**config.mk**
```make
export PLATFORM = sky130hd
export DESIGN_NAME = rtt_retransmit_sender_unit
export DESIGN_NICKNAME = d
export VERILOG_FILES = /design/src/sv/rtts_pkg.sv /design/src/sv/rtts_estimator.sv /design/src/sv/rtt_retransmit_sender_unit.sv
export SDC_FILE = /design/constraint.sdc
export NUM_CORES = 1
export LEC_CHECK = 0
export ABC_AREA = 1
export BUFFER_PORTS_ARGS = -buffer_cell sky130_fd_sc_hd__buf_2
export CAP_MARGIN = 10
export CELL_PAD_IN_SITES_DETAIL_PLACEMENT = 0
export CELL_PAD_IN_SITES_GLOBAL_PLACEMENT = 1
export CORE_MARGIN = 4
export CORE_UTILIZATION = 30
export CTS_CLUSTER_SIZE = 14
export DETAILED_ROUTE_END_ITERATION = 10
export GPL_ROUTABILITY_DRIVEN = 0
export PLACE_DENSITY_LB_ADDON = 0.1
export SLEW_MARGIN = 20
export SYNTH_ARGS = -nofsm -noshare
export SYNTH_HDL_FRONTEND = slang
export SYNTH_SLANG_ARGS = --single-unit
```
**constraint.sdc**
```tcl
create_clock -name clk_i -period 12.25 [get_ports clk_i]
set_input_delay 0.6125 -clock clk_i [delete_from_list [all_inputs] [get_ports clk_i]]
set_output_delay 0.6125 -clock clk_i [all_outputs]
set_load 0.005 [all_outputs]
```
**src/sv/rtts_pkg.sv**
```systemverilog
// Shared types, codes and constants of the retransmit sender.
package rtts_pkg;

  localparam int unsigned TIME_W    = 26;
  localparam int unsigned CNT_W     = 32;
  localparam int unsigned ID_W      = 32;
  localparam int unsigned ATT_W     = 8;
  localparam int unsigned CFG_IDX_W = 2;
  localparam int unsigned CFG_W     = 26;

  localparam logic [ATT_W-1:0]  RST_MAX_RETRIES = ATT_W'(7);
  localparam logic [TIME_W-1:0] RST_MIN_TIMEOUT = TIME_W'(10000);
  localparam logic [TIME_W-1:0] RST_MAX_TIMEOUT = TIME_W'(999999);
  localparam logic [TIME_W-1:0] RST_SPREAD      = TIME_W'(250);
  localparam logic [TIME_W-1:0] RST_ACK_WAIT    = TIME_W'(10000);
  localparam logic [ATT_W-1:0]  ATT_SAT         = '1;

  typedef enum logic [1:0] {
    MODE_START   = 2'd0,
    MODE_ACK     = 2'd1,
    MODE_TIMEOUT = 2'd2,
    MODE_ERROR   = 2'd3
  } rtts_mode_e;

  typedef enum logic [1:0] {
    ACT_IGNORE   = 2'd0,
    ACT_TRANSMIT = 2'd1,
    ACT_DELIVER  = 2'd2,
    ACT_FAIL     = 2'd3
  } rtts_action_e;

  typedef enum logic [CFG_IDX_W-1:0] {
    CFG_MAX_RETRIES = 2'd0,
    CFG_MIN_TIMEOUT = 2'd1,
    CFG_MAX_TIMEOUT = 2'd2,
    CFG_UNUSED      = 2'd3
  } rtts_cfg_e;

  typedef struct packed {
    logic [1:0]      mode;
    logic [ID_W-1:0] ack_id;
    logic            ack_from_target;
    logic [TIME_W-1:0] rtt_us;
  } rtts_in_t;

  typedef struct packed {
    rtts_action_e      action;
    logic [ID_W-1:0]   message_id;
    logic [TIME_W-1:0] wait_time;
    logic [ATT_W-1:0]  attempt_count;
    logic [TIME_W-1:0] rtt_average;
    logic [TIME_W-1:0] rtt_deviation;
    logic [CNT_W-1:0]  sent_total;
    logic [CNT_W-1:0]  resent_total;
    logic [CNT_W-1:0]  failed_total;
    logic              was_resent;
  } rtts_out_t;

  // estimator inputs and outputs
  typedef struct packed {
    logic [TIME_W-1:0] srtt;
    logic [TIME_W-1:0] spread;
    logic [TIME_W-1:0] sample;
    logic [TIME_W-1:0] min_timeout;
    logic [TIME_W-1:0] max_timeout;
  } rtts_est_in_t;

  typedef struct packed {
    logic [TIME_W-1:0] srtt;
    logic [TIME_W-1:0] spread;
    logic [TIME_W-1:0] ack_wait;
  } rtts_est_out_t;

endpackage

```
**src/sv/rtts_estimator.sv**
```systemverilog
// Smoothed RTT / deviation update and clamped timeout for one ack sample.
module rtts_estimator (
  input  rtts_pkg::rtts_est_in_t  est_i,
  output rtts_pkg::rtts_est_out_t est_o
);
  import rtts_pkg::*;

  logic signed [TIME_W:0]   delta;
  logic signed [TIME_W:0]   srtt_sum;
  logic        [TIME_W:0]   mag;
  logic signed [TIME_W+1:0] dev_diff;
  logic signed [TIME_W+1:0] dev_sum;
  logic        [TIME_W-1:0] srtt_new;
  logic        [TIME_W-1:0] dev_new;
  logic        [TIME_W+2:0] wait_raw;
  logic        [TIME_W-1:0] wait_cap;

  always_comb begin
    delta    = signed'({1'b0, est_i.sample}) - signed'({1'b0, est_i.srtt});
    // gain 1/8, arithmetic shift floors toward minus infinity
    srtt_sum = signed'({1'b0, est_i.srtt}) + (delta >>> 3);
    srtt_new = srtt_sum[TIME_W-1:0];
    mag      = delta[TIME_W] ? unsigned'(-delta) : unsigned'(delta);
    // gain 1/4 on the deviation
    dev_diff = signed'({1'b0, mag}) - signed'({2'b00, est_i.spread});
    dev_sum  = signed'({2'b00, est_i.spread}) + (dev_diff >>> 2);
    dev_new  = dev_sum[TIME_W-1:0];
    wait_raw = {3'b000, srtt_new} + {1'b0, dev_new, 2'b00};
    // upper clamp first, then the lower one wins
    if (wait_raw > {3'b000, est_i.max_timeout}) begin
      wait_cap = est_i.max_timeout;
    end else begin
      wait_cap = wait_raw[TIME_W-1:0];
    end
    if (wait_cap < est_i.min_timeout) begin
      wait_cap = est_i.min_timeout;
    end
    est_o.srtt     = srtt_new;
    est_o.spread   = dev_new;
    est_o.ack_wait = wait_cap;
  end

endmodule

```
**src/sv/rtt_retransmit_sender_unit.sv**
```systemverilog
// Top level of the retransmit sender: event register, state update, result register.
//
//  channel | dir | handshake               | payload
//  --------+-----+-------------------------+---------------------------
//  in      | in  | in_valid_i / in_stall_o | in_data_i  (rtts_in_t)
//  out     | out | out_valid_o / out_stall_i | out_data_o (rtts_out_t)
//  cfg     | in  | cfg_we_i                | cfg_idx_i, cfg_data_i
//
// An accepted item sits in the event register, then moves into the result register,
// where its result becomes valid. One item per cycle sustained while out_stall_i is
// low; the rate is set by the single state update done on that move.
// Reset (rst_ni low, async) restores the state and config defaults and empties
// both stages. A stalled result holds the result register and, once the event
// register is full too, raises in_stall_o.
module rtt_retransmit_sender_unit (
  input  logic                          clk_i,
  input  logic                          rst_ni,
  input  logic                          in_valid_i,
  output logic                          in_stall_o,
  input  rtts_pkg::rtts_in_t            in_data_i,
  output logic                          out_valid_o,
  input  logic                          out_stall_i,
  output rtts_pkg::rtts_out_t           out_data_o,
  input  logic                          cfg_we_i,
  input  logic [rtts_pkg::CFG_IDX_W-1:0] cfg_idx_i,
  input  logic [rtts_pkg::CFG_W-1:0]    cfg_data_i
);
  import rtts_pkg::*;

  // configuration
  logic [ATT_W-1:0]  max_retries_q;
  logic [TIME_W-1:0] min_timeout_q, max_timeout_q;

  // event register and result register
  logic      ev_valid_q;
  rtts_in_t  ev_q;
  logic      out_valid_q;
  rtts_out_t out_q;
  logic      advance;

  // sender state
  logic [TIME_W-1:0] srtt_q, srtt_d;
  logic [TIME_W-1:0] spread_q, spread_d;
  logic [TIME_W-1:0] wait_q, wait_d;
  logic [ID_W-1:0]   id_q, id_d;
  logic [ATT_W-1:0]  att_q, att_d;
  logic              busy_q, busy_d;
  logic              resent_q, resent_d;
  logic [CNT_W-1:0]  sent_cnt_q, sent_cnt_d;
  logic [CNT_W-1:0]  resend_cnt_q, resend_cnt_d;
  logic [CNT_W-1:0]  fail_cnt_q, fail_cnt_d;
  rtts_action_e      action;

  rtts_est_in_t  est_in;
  rtts_est_out_t est_out;
  logic [TIME_W:0] wait_dbl;

  // result register frees up when empty or taken this cycle
  assign advance     = ev_valid_q && (!out_valid_q || !out_stall_i);
  assign in_stall_o  = ev_valid_q && out_valid_q && out_stall_i;
  assign out_valid_o = out_valid_q;
  assign out_data_o  = out_q;

  always_ff @(posedge clk_i or negedge rst_ni) begin
    if (!rst_ni) begin
      max_retries_q <= RST_MAX_RETRIES;
      min_timeout_q <= RST_MIN_TIMEOUT;
      max_timeout_q <= RST_MAX_TIMEOUT;
    end else if (cfg_we_i) begin
      unique case (rtts_cfg_e'(cfg_idx_i))
        CFG_MAX_RETRIES: max_retries_q <= cfg_data_i[ATT_W-1:0];
        CFG_MIN_TIMEOUT: min_timeout_q <= cfg_data_i[TIME_W-1:0];
        CFG_MAX_TIMEOUT: max_timeout_q <= cfg_data_i[TIME_W-1:0];
        default: ;
      endcase
    end
  end

  assign est_in.srtt        = srtt_q;
  assign est_in.spread      = spread_q;
  assign est_in.sample      = ev_q.rtt_us;
  assign est_in.min_timeout = min_timeout_q;
  assign est_in.max_timeout = max_timeout_q;

  rtts_estimator u_est (
    .est_i (est_in),
    .est_o (est_out)
  );

  assign wait_dbl = {wait_q, 1'b0};

  // event decode and state update
  always_comb begin
    srtt_d       = srtt_q;
    spread_d     = spread_q;
    wait_d       = wait_q;
    id_d         = id_q;
    att_d        = att_q;
    busy_d       = busy_q;
    resent_d     = resent_q;
    sent_cnt_d   = sent_cnt_q;
    resend_cnt_d = resend_cnt_q;
    fail_cnt_d   = fail_cnt_q;
    action       = ACT_IGNORE;
    case (rtts_mode_e'(ev_q.mode))
      MODE_START: begin
        // any message still in flight is dropped silently
        sent_cnt_d = sent_cnt_q + CNT_W'(1);
        resent_d   = 1'b0;
        id_d       = id_q + ID_W'(1);
        if (max_retries_q == '0) begin
          att_d      = '0;
          busy_d     = 1'b0;
          fail_cnt_d = fail_cnt_q + CNT_W'(1);
          action     = ACT_FAIL;
        end else begin
          att_d  = ATT_W'(1);
          busy_d = 1'b1;
          action = ACT_TRANSMIT;
        end
      end
      MODE_ACK: begin
        if (busy_q && ev_q.ack_from_target && (ev_q.ack_id == id_q)) begin
          srtt_d   = est_out.srtt;
          spread_d = est_out.spread;
          wait_d   = est_out.ack_wait;
          busy_d   = 1'b0;
          action   = ACT_DELIVER;
        end
      end
      default: begin
        // timeout and send error share the backoff path
        if (busy_q) begin
          if (wait_dbl >= {1'b0, max_timeout_q}) begin
            wait_d = max_timeout_q;
          end else begin
            wait_d = wait_dbl[TIME_W-1:0];
          end
          resend_cnt_d = resend_cnt_q + CNT_W'(1);
          resent_d     = 1'b1;
          if (att_q >= max_retries_q) begin
            fail_cnt_d = fail_cnt_q + CNT_W'(1);
            busy_d     = 1'b0;
            action     = ACT_FAIL;
          end else begin
            if (att_q != ATT_SAT) begin
              att_d = att_q + ATT_W'(1);
            end
            action = ACT_TRANSMIT;
          end
        end
      end
    endcase
  end

  always_ff @(posedge clk_i or negedge rst_ni) begin
    if (!rst_ni) begin
      ev_valid_q   <= 1'b0;
      out_valid_q  <= 1'b0;
      srtt_q       <= '0;
      spread_q     <= RST_SPREAD;
      wait_q       <= RST_ACK_WAIT;
      id_q         <= '0;
      att_q        <= '0;
      busy_q       <= 1'b0;
      resent_q     <= 1'b0;
      sent_cnt_q   <= '0;
      resend_cnt_q <= '0;
      fail_cnt_q   <= '0;
    end else begin
      if (!in_stall_o) begin
        ev_valid_q <= in_valid_i;
      end
      if (advance) begin
        out_valid_q  <= 1'b1;
        srtt_q       <= srtt_d;
        spread_q     <= spread_d;
        wait_q       <= wait_d;
        id_q         <= id_d;
        att_q        <= att_d;
        busy_q       <= busy_d;
        resent_q     <= resent_d;
        sent_cnt_q   <= sent_cnt_d;
        resend_cnt_q <= resend_cnt_d;
        fail_cnt_q   <= fail_cnt_d;
      end else if (!out_stall_i) begin
        out_valid_q <= 1'b0;
      end
    end
  end

  // payload registers, no reset
  always_ff @(posedge clk_i) begin
    if (!in_stall_o && in_valid_i) begin
      ev_q <= in_data_i;
    end
    if (advance) begin
      out_q.action        <= action;
      out_q.message_id    <= id_d;
      out_q.wait_time     <= wait_d;
      out_q.attempt_count <= att_d;
      out_q.rtt_average   <= srtt_d;
      out_q.rtt_deviation <= spread_d;
      out_q.sent_total    <= sent_cnt_d;
      out_q.resent_total  <= resend_cnt_d;
      out_q.failed_total  <= fail_cnt_d;
      out_q.was_resent    <= resent_d;
    end
  end

endmodule

```
==> results.md <==
- Crit path kind: register to register
- Number of synthesized register bits: 556
- Setup crit end kind: register
- Worst-Margin Slew: a little under 1 ns
- WHS Path Cells: 1
- Netlist cell types: 66
- Time the worst path needs with I/O delays and setup: ~11 ns
- Dpl hpwl: between 80 and 90 mm
- IO Count: 313
- Commonest non-fill, non-tap cells in the layout: nand2_1 (915), inv_1 (570), o21ai_0 (443)
- DR vias: approximately 28,000
- Number of synthesized flops with an enable pin: approximately 280
- Clk_lat worst skew: about 0.65 ns
- Tcrit/Tclk final: 0.927
- Required @ worst endpoint: around 13 ns
- Worst Path Arrival: about 12 ns
- Worst path most repeated cell: nand3_1
- Area growth syn-to-layout: 17.2%
- Crit-path leading delay family: compound AO/OA/AOI/OAI gates
- Initial antenna violation count: 4
- Mapped Cells: around 4,000
- Post-route ant nets: 0
- Row count: about 120
- Remaining Overflow, GRT: 0
- WP buf/inv: 9
- R2R cell count: 63
- Fmax: between 80 and 90 MHz
- Most common cell after layout, fill and taps aside: nand2_1
- Main synth FF type: edfxtp_1
- Hold Crit Class: input port to register
- Gr usage total: 0.188
- Post-synth top area share: 0.244
- Fin. Hold Viols: 0
- Clock transition at the registers of the reported paths: approximately 0.07 ns
- Number of fill cells: 11,962
- Drt total wl: 115 mm
- Finished Core Util: 0.355
- Vias in the first global route: 28,194
- Area leader, netlist: edfxtp_1
- Top post-synthesis cells by area: edfxtp_1 (24%), dfrtp_1 (18%), nand2_1 (10%)
- Sequential-to-total area share from yosys stat: 0.448
- # Max-Cap Violations: 0
- Final #Nets: 4,719
- Core area: 113,000 um2
- # clock sinks: roughly 560
- YS warnings: 0
- DRT iter0 DRCs: roughly 1,700
- DR vias/cell: about 4.8
- Slew Limit Fails: 0
- Share of layout cells above drive strength 1: 0.134
- Reg area: 15,300 um2
- Asr flop ratio synth: 0.500
- Die ar.: 120,000 um2
- TritonCTS clock tree: done
- Initial DRT Pass Iterations: 5
- Largest net degree at the start of global routing: between 150 and 200
- Port buffer count: approximately 310
- Synth Area per Inst: ~8.4 um2
- Slowest CP cell: dfrtp_1
- Startpoint Class: register
- Die Wd: 346 um
- CP Depth: between 60 and 70
- Number of CTS-inserted buffers: 72
- Starting Density: 0.303
- Deepest clock path buffer count: 3
- DRC violations left: 0
- Setup Viol. Count Final: 0
- Sum Neg Setup Slack: 0 ns
- First-pass GRT wire length: ~170 mm
- Wire length per cell: 19.3 um
- RSZ-0062 raised after global routing: false
- Crit-path max FO: 16
- Clock Skews: 0.0257 ns
- Multi-input gate area: about 16,000 um2
- Max transition margin: 0.337
- Post-Synthesis Cell Area: 34,300 um2
- Post-Syn Nets: approximately 4,400
- Outcome: completed
- Height of the die: 346 um
- Slowest stage delay, CP: about 0.42 ns
- CTS H-tree depth: 3
- Clk root buf: clkbuf_16
==> metrics by stage <==
step / cells / area (um2) / worst slack (ns) / hold slack (ns)
after floorplan: 4100 / 34300 / 2.32 / 0.317
after global placement: 5818 / 37500 / -0.240 / 0.468
after detailed placement: 5818 / 37500 / -0.0935 / 0.474
after CTS: 5953 / 40000 / 0.0381 / 0.0774
after global routing: 5964 / 40100 / 0.00880 / 0.105
final: 5964 / 40100 / 0.897 / 0.141
==> flip-flops by register name, indices dropped and copies added (netlist names), 8 cells and up <==
name           count
out_data_o       217
ev_q              35
fail_cnt_q        32
id_q              32
resend_cnt_q      32
sent_cnt_q        32
est_in            26
max_timeout_q     26
min_timeout_q     26
spread_q          26
srtt_q            26
wait_q            26
att_q              8
max_retries_q      8
==> cells by family after synthesis <==
family	synth area share
buffers and inverters	0.0793
DFF	0.448
xor gates and xnor gates	0.0593
and+or+nand+nor	0.193
adders and majority gates	0.0820
muxes	0.000877
AOI/OAI and AO/OA	0.138
==> routing by layer <==
layer | track usage | part of all wire
met1 | 0.251 | 0.46
met2 | 0.316 | 0.47
met3 | 0.0289 | 0.041
met4 | 0.0521 | 0.024
met5 | 0 | 0.00017
==> path summary, 6_finish.rpt <==
kind | end | startpoint | slack, ns
max in group asynchronous | max_timeout_q[22]$_DFFE_PN0P_ | rst_ni | 10.28
hold reg to reg | max_retries_q[3]$_DFFE_PN0P_ | max_retries_q[3]$_DFFE_PN0P_ | 0.48
hold / removal | est_in[55]$_DFFE_PP_ | in_data_i[3] | 0.14
setup / recovery | out_data_o[158]$_DFFE_PP_ | srtt_q[0]$_DFFE_PN0P_ | 0.90
min in group asynchronous | fail_cnt_q[14]$_DFFE_PN0P_ | rst_ni | 0.57
setup reg to reg | out_data_o[158]$_DFFE_PP_ | srtt_q[0]$_DFFE_PN0P_ | 0.90
==> layout make-up <==
type / instances / share of cell area
Antenna cell: 1 / 0.0000624
Clock buffer: 95 / 0.0509
Clock inverter: 39 / 0.0102
Inverter: 589 / 0.0552
Multi-Input combinational cell: 2831 / 0.407
Sequential cell: 556 / 0.382
Tap cell: 1500 / 0.0468
Timing Repair Buffer: 352 / 0.0471
Timing Repair inverter: 1 / 0.000125
==> synthesized netlist by cell type, types with 9 or more instances <==
library cell	count
dfrtp_1	247
nand2_1	917
nand2_2	9
edfxtp_1	278
nand4_1	55
inv_2	14
nand3_1	189
a211oi_1	9
xor2_1	182
nor3_1	61
nand3b_1	27
a21oi_1	232
a21boi_1	11
xnor2_1	48
dfstp_2	31
clkbuf_1	99
o21ai_0	447
o221ai_1	38
a31oi_1	26
nor2_2	14
inv_1	573
o21a_1	9
ha_1	218
nor2_1	177
o211ai_1	22
or2_2	10
nor4_1	27
o21ai_1	24
buf_1	13
==> repair_timing <==
action,CTS,global route
setup endpoints to repair,51,52
setup buffers,0,8
gates resized for setup,3,25
gates cloned,0,2
endpoints found under the hold margin,57,0
pin swaps,0,3
hold buffers,1,0
Power is not shown: default switching activity piles up to over one toggle a cycle in this logic, so the estimate is an artifact.
